[src/sv/mjt_pkg.sv]
// shared types, constants and helpers of the motor to joint transmission
// no dependencies; imported by every module of the block but mjt_checker
package mjt_pkg;

    localparam int NUM_AXES  = 6;
    localparam int POS_W     = 32;
    localparam int ANG_W     = 36;
    localparam int Z_W       = 36;
    localparam int CORD_W    = 64;
    localparam int COEF_W    = 30;
    localparam int SQRT_BITS = 29;
    localparam int RAD_W     = 2 * SQRT_BITS;
    localparam int CFG_IDX_W = 3;
    localparam int LANE_LAT  = 3;

    localparam longint SL_Q12      = 64'sd319058944;
    localparam longint C_LIMIT     = 64'sd536870912;
    localparam longint HALF_PI_Q30 = 64'sd1686629713;
    localparam longint MI1_Q12     = 64'sd249456845;
    localparam longint NI1_Q12     = -64'sd120204001;
    localparam longint MI2_Q12     = -64'sd180633600;
    localparam longint NI2_Q12     = -64'sd209879040;

    typedef struct packed {
        logic signed [31:0] off;
        logic signed [31:0] gain;
    } axis_cfg_t;

    typedef struct packed {
        logic signed [COEF_W-1:0] mi;
        logic signed [COEF_W-1:0] ni;
        logic        [RAD_W-1:0]  m;
    } link_coef_t;

    typedef struct packed {
        logic                     bad;
        logic signed [COEF_W-1:0] c;
    } link_side_t;

    localparam link_coef_t LINK1 = '{
        mi: COEF_W'(MI1_Q12),
        ni: COEF_W'(NI1_Q12),
        m:  RAD_W'(MI1_Q12 * MI1_Q12 + NI1_Q12 * NI1_Q12)
    };
    localparam link_coef_t LINK2 = '{
        mi: COEF_W'(MI2_Q12),
        ni: COEF_W'(NI2_Q12),
        m:  RAD_W'(MI2_Q12 * MI2_Q12 + NI2_Q12 * NI2_Q12)
    };

    // atan(2^-i) in q.30
    localparam logic [30:0] ATAN_TAB [32] = '{
        31'd843314857, 31'd497837829, 31'd263043837, 31'd133525159, 31'd67021687,
        31'd33543516, 31'd16775851, 31'd8388437, 31'd4194283, 31'd2097149,
        31'd1048576, 31'd524288, 31'd262144, 31'd131072, 31'd65536, 31'd32768,
        31'd16384, 31'd8192, 31'd4096, 31'd2048, 31'd1024, 31'd512, 31'd256,
        31'd128, 31'd64, 31'd32, 31'd16, 31'd8, 31'd4, 31'd2, 31'd1, 31'd0
    };

    function automatic logic signed [31:0] sat32(input logic signed [67:0] v);
        logic signed [31:0] r;
        if (v > 68'sd2147483647) begin
            r = 32'sh7fffffff;
        end else if (v < -68'sd2147483648) begin
            r = 32'sh80000000;
        end else begin
            r = $signed(v[31:0]);
        end
        return r;
    endfunction

endpackage

[src/sv/mjt_lin_lane.sv]
// one linear axis lane: offset difference, inverse gear multiply, round and saturate
// depends on mjt_pkg
module mjt_lin_lane #(
    parameter int SHIFT = 12
) (
    input  logic               aclk,
    input  logic               en,
    input  logic signed [31:0] pos_a,
    input  logic signed [31:0] off_a,
    input  logic signed [31:0] pos_b,
    input  logic signed [31:0] off_b,
    input  logic               use_b,
    input  logic signed [31:0] gain,
    output logic signed [31:0] res
);
    import mjt_pkg::*;

    logic signed [32:0] da, db;
    logic signed [33:0] dd;
    logic signed [32:0] diff_next, diff_reg;
    logic signed [64:0] prod_reg;
    logic signed [65:0] rnd_sum, rnd_q;
    logic signed [31:0] res_reg;

    assign da = $signed({pos_a[31], pos_a}) - $signed({off_a[31], off_a});
    assign db = use_b ? ($signed({pos_b[31], pos_b}) - $signed({off_b[31], off_b})) : '0;
    assign dd = 34'(da) - 34'(db);

    // clamp the double difference to +-(2^32 - 1)
    always_comb begin
        if (dd > 34'sd4294967295) begin
            diff_next = 33'sd4294967295;
        end else if (dd < -34'sd4294967295) begin
            diff_next = -33'sd4294967295;
        end else begin
            diff_next = $signed(dd[32:0]);
        end
    end

    assign rnd_sum = 66'(prod_reg) + (66'sd1 <<< (SHIFT - 1));
    assign rnd_q   = rnd_sum >>> SHIFT;

    always_ff @(posedge aclk) begin
        if (en) begin
            diff_reg <= diff_next;
            prod_reg <= diff_reg * gain;
            res_reg  <= sat32(68'(rnd_q));
        end
    end

    assign res = res_reg;

endmodule

[config.mk]
export PLATFORM = sky130hd
export DESIGN_NAME = mjt_lin_lane
export DESIGN_NICKNAME = d
export VERILOG_FILES = /design/src/sv/mjt_pkg.sv /design/src/sv/mjt_lin_lane.sv
export SDC_FILE = /design/constraint.sdc
export NUM_CORES = 2
export LEC_CHECK = 0
export CAP_MARGIN = 40
export CORE_ASPECT_RATIO = 0.5
export CORE_MARGIN = 2
export CORE_UTILIZATION = 49
export DETAILED_ROUTE_END_ITERATION = 10
export DONT_BUFFER_PORTS = 1
export HOLD_SLACK_MARGIN = 0.08
export PLACE_DENSITY = 0.62
export SKIP_LAST_GASP = 1
export SLEW_MARGIN = 10
export SYNTH_ARGS = -nofsm -noshare
export SYNTH_HDL_FRONTEND = slang
export SYNTH_SLANG_ARGS = --single-unit
[constraint.sdc]
create_clock -name aclk -period 18.8 [get_ports aclk]
set_input_delay 3.76 -clock aclk [delete_from_list [all_inputs] [get_ports aclk]]
set_output_delay 3.76 -clock aclk [all_outputs]
set_load 0.02 [all_outputs]
==> impl_results.md <==
- Fraction of layout cells with a size suffix above 1: 1.925%
- Fin util: 51.02%
- Critical Path RT: around 19 ns
- Max reg flops: 54
- Worst slew margin: 41.84%
- # DRC: 0
- Die H: 223.2 um
- Core region area: 0.09529 mm^2
- FF+latch count, synth: around 120
- Slew Limit Fails: 0
- Post-synth EDFFs: between 100 and 150
- # hold bufs at CTS: 0
- Clk_lat worst skew: 0.49 ns
- Rows: 80
- H-tree depth: 4
- Multi-input logic area: 0.03838 mm^2
- Hold Vio Cnt, Final: 0
- CTS Sinks: 119
- Gr usage total: 27.84%
- Die width: roughly 440 um
- Postcts setup bufs: 0
- Main flop type after synthesis: edfxtp_1
- Initial Util: 49.41%
- Ports: 195
- Hold Crit Class: flop to flop
- CTS Buf Count: 17
- Flip-flop and latch area: 0.003573 mm^2
- Yosys warns: 0
- Crit path from: gain[2]
- Routed Antenna Nets: 0
- Nets: 6427
- Crit Path Max Fanout: 33
- R2R depth: 24
- RSZ-0062 raised after global routing: false
- Post-Syn Nets: 6622
- Layout Cell Area excl Fill: 0.04862 mm^2
- Crit end category: flop
- P&R area growth vs syn: 3.263%
- Max_cap viols: 0
- Port bufs: 0
- Yosys top cell area share: 48.68%
- Hpwl dp: roughly 99 mm
- Drt via density: 5.522
- Clk buf depth: 2
- Post-synthesis async set-or-reset flop share: 0%
- Setup TNS: 0 ns
- Final wirelength: 129.7 mm
- Kind of critical path: input port to flop
- Register area share after synthesis: 7.590%
- Vias in the first global route: 37.81k
- Post-cts sizing count: 0
- HP Start: prod_reg[38]
- Antenna violations before repair: 6
- Yosys cell types: 77
- Syn Inst Count: 5064
- Synthesized area per cell: a little over 9 um^2
- DIE AREA: 0.09873 mm^2
- Layout Skew: approximately 0.038 ns
- Worst-margin pin slew: 0.8724 ns
- Reg2Reg Capture Point: prod_reg[61]
- Top cells by area, synth: fa_1 49%, inv_1 8.8%, edfxtp_1 7.6%
- CTS tree: yes
- Crit path DAT: 11.82 ns
- Largest net degree at the start of global routing: between 100 and 150
- Global-route wire length before repair: 212.1 mm
- Post-DP Area: roughly 0.048 mm^2
- Vias: between 30k and 40k
- Commonest non-fill, non-tap cells in the layout: 1145 x fa_1, 1110 x inv_1, 610 x nand2_1
- Syn Std Cell Area: 0.04708 mm^2
- Largest area contributor in the synthesized netlist: fa_1
- RD Place Congestion: 0.9365
- Max Fclk: approximately 86 MHz
- Clock root cell: clkbuf_16
- Period Utilization, post-route: 61.77%
- Layout fillers: 8857
- Clock slew at reported path FFs: 0.06 ns
- Startpoint types: input port
- DR pass1 iterations: 6
- Status: completed
- FF-to-FF Start: diff_reg[13]
- Total global routing overflow: 0
- Commonest non-fill, non-tap cell in the layout: fa_1
- Finish-stage setup viols: 0
- Worst setup path end: prod_reg[63]
- Post-route minimum period: about 12 ns
- Flop-to-flop setup slack: between 9 and 10 ns
- Wire length per cell: 21.08 um
- Starting DRT DRC Count: between 2k and 2.5k
==> worst min path at each step <==
stage                          to  slack [ns]  depth (start not counted)
final                     res[26]        0.66                          2
after global routing      res[26]        0.70                          2
after CTS                 res[26]        0.67                          2
after detailed placement  res[18]        0.66                          2
after global placement    res[18]        0.66                          2
after floorplan           res[18]        0.61                          2
==> cell families (layout without fill, tap and decap cells) <==
logic type               Yosys count  in the layout  share of synthesized area [%]
flip-flops                       119            119                          7.590
XOR/XNOR                         143            143                          2.660
buffers and inverters           1365           1183                          10.91
adder cells (fa/ha/maj)         1408           1408                          55.60
multiplexers                       9              9                         0.2020
other                              0              1                              0
AO/OA/AOI/OAI                    480            480                          6.413
AND/OR/NAND/NOR                 1540           1540                          16.63
==> worst max-delay path, cell delays in order <==
cell,delay [ns]
nand2_1,0.09
inv_1,0.10
fa_1,0.61
fa_1,0.48
fa_1,1.04
fa_1,0.78
inv_1,0.48
fa_1,0.64
inv_1,0.06
fa_1,0.53
inv_1,0.05
fa_1,0.48
inv_1,0.05
fa_1,0.44
ha_1,0.39
a21oi_1,0.18
o221ai_1,0.17
a21oi_1,0.18
o21ai_0,0.12
a221oi_1,0.41
o21bai_1,0.10
a31oi_1,0.17
o21ai_0,0.15
a21oi_1,0.24
xnor2_1,0.09
==> stage by stage <==
| stage | instances | setup slack (ns) | hold WS (ns) |
|---|---|---|---|
| floorplan | 5064 | 7.579 | 0.6127 |
| global placement | 6119 | 6.961 | 0.6644 |
| detailed placement | 6121 | 6.774 | 0.6564 |
| CTS | 6153 | 7.249 | 0.6741 |
| global route | 6153 | 6.723 | 0.6956 |
| finish | 6154 | 7.187 | 0.6625 |
==> routing by layer <==
layer  global-route usage, %  part of all wire, %  vias up
met3                   4.800                  6.9      278
met4                   10.91                  4.5        0
met1                   35.71                   41    17693
met2                   47.31                   48     1172
li1                        -                    -    14838
met5                       0                    0        -
==> final cells by class <==
class                      count  area share [%]
antenna                        1        0.005147
clock buffer                  17          0.8750
clock inverter                15          0.3732
inverter                    1111           8.577
multi-input combinational   3580           78.94
sequential                   119           7.350
tap                         1271           3.271
timing repair buffer          40          0.6099
==> cells in the mapped netlist (13+ instances only) <==
| cell type | number |
|---|---|
| a21o_1 | 55 |
| a21oi_1 | 138 |
| a31oi_1 | 22 |
| and2_1 | 549 |
| and3_1 | 28 |
| clkbuf_1 | 243 |
| edfxtp_1 | 119 |
| fa_1 | 1145 |
| ha_1 | 250 |
| inv_1 | 1110 |
| maj3_1 | 13 |
| nand2_1 | 610 |
| nand2b_1 | 26 |
| nand3_1 | 51 |
| nand4_1 | 41 |
| nor2_1 | 107 |
| nor2b_1 | 21 |
| nor3_1 | 32 |
| o21a_1 | 19 |
| o21ai_0 | 123 |
| o21bai_1 | 18 |
| or3_1 | 14 |
| xnor2_1 | 81 |
| xor2_1 | 62 |
Power is not shown: default switching activity piles up to over one toggle a cycle in this logic, so the estimate is an artifact.
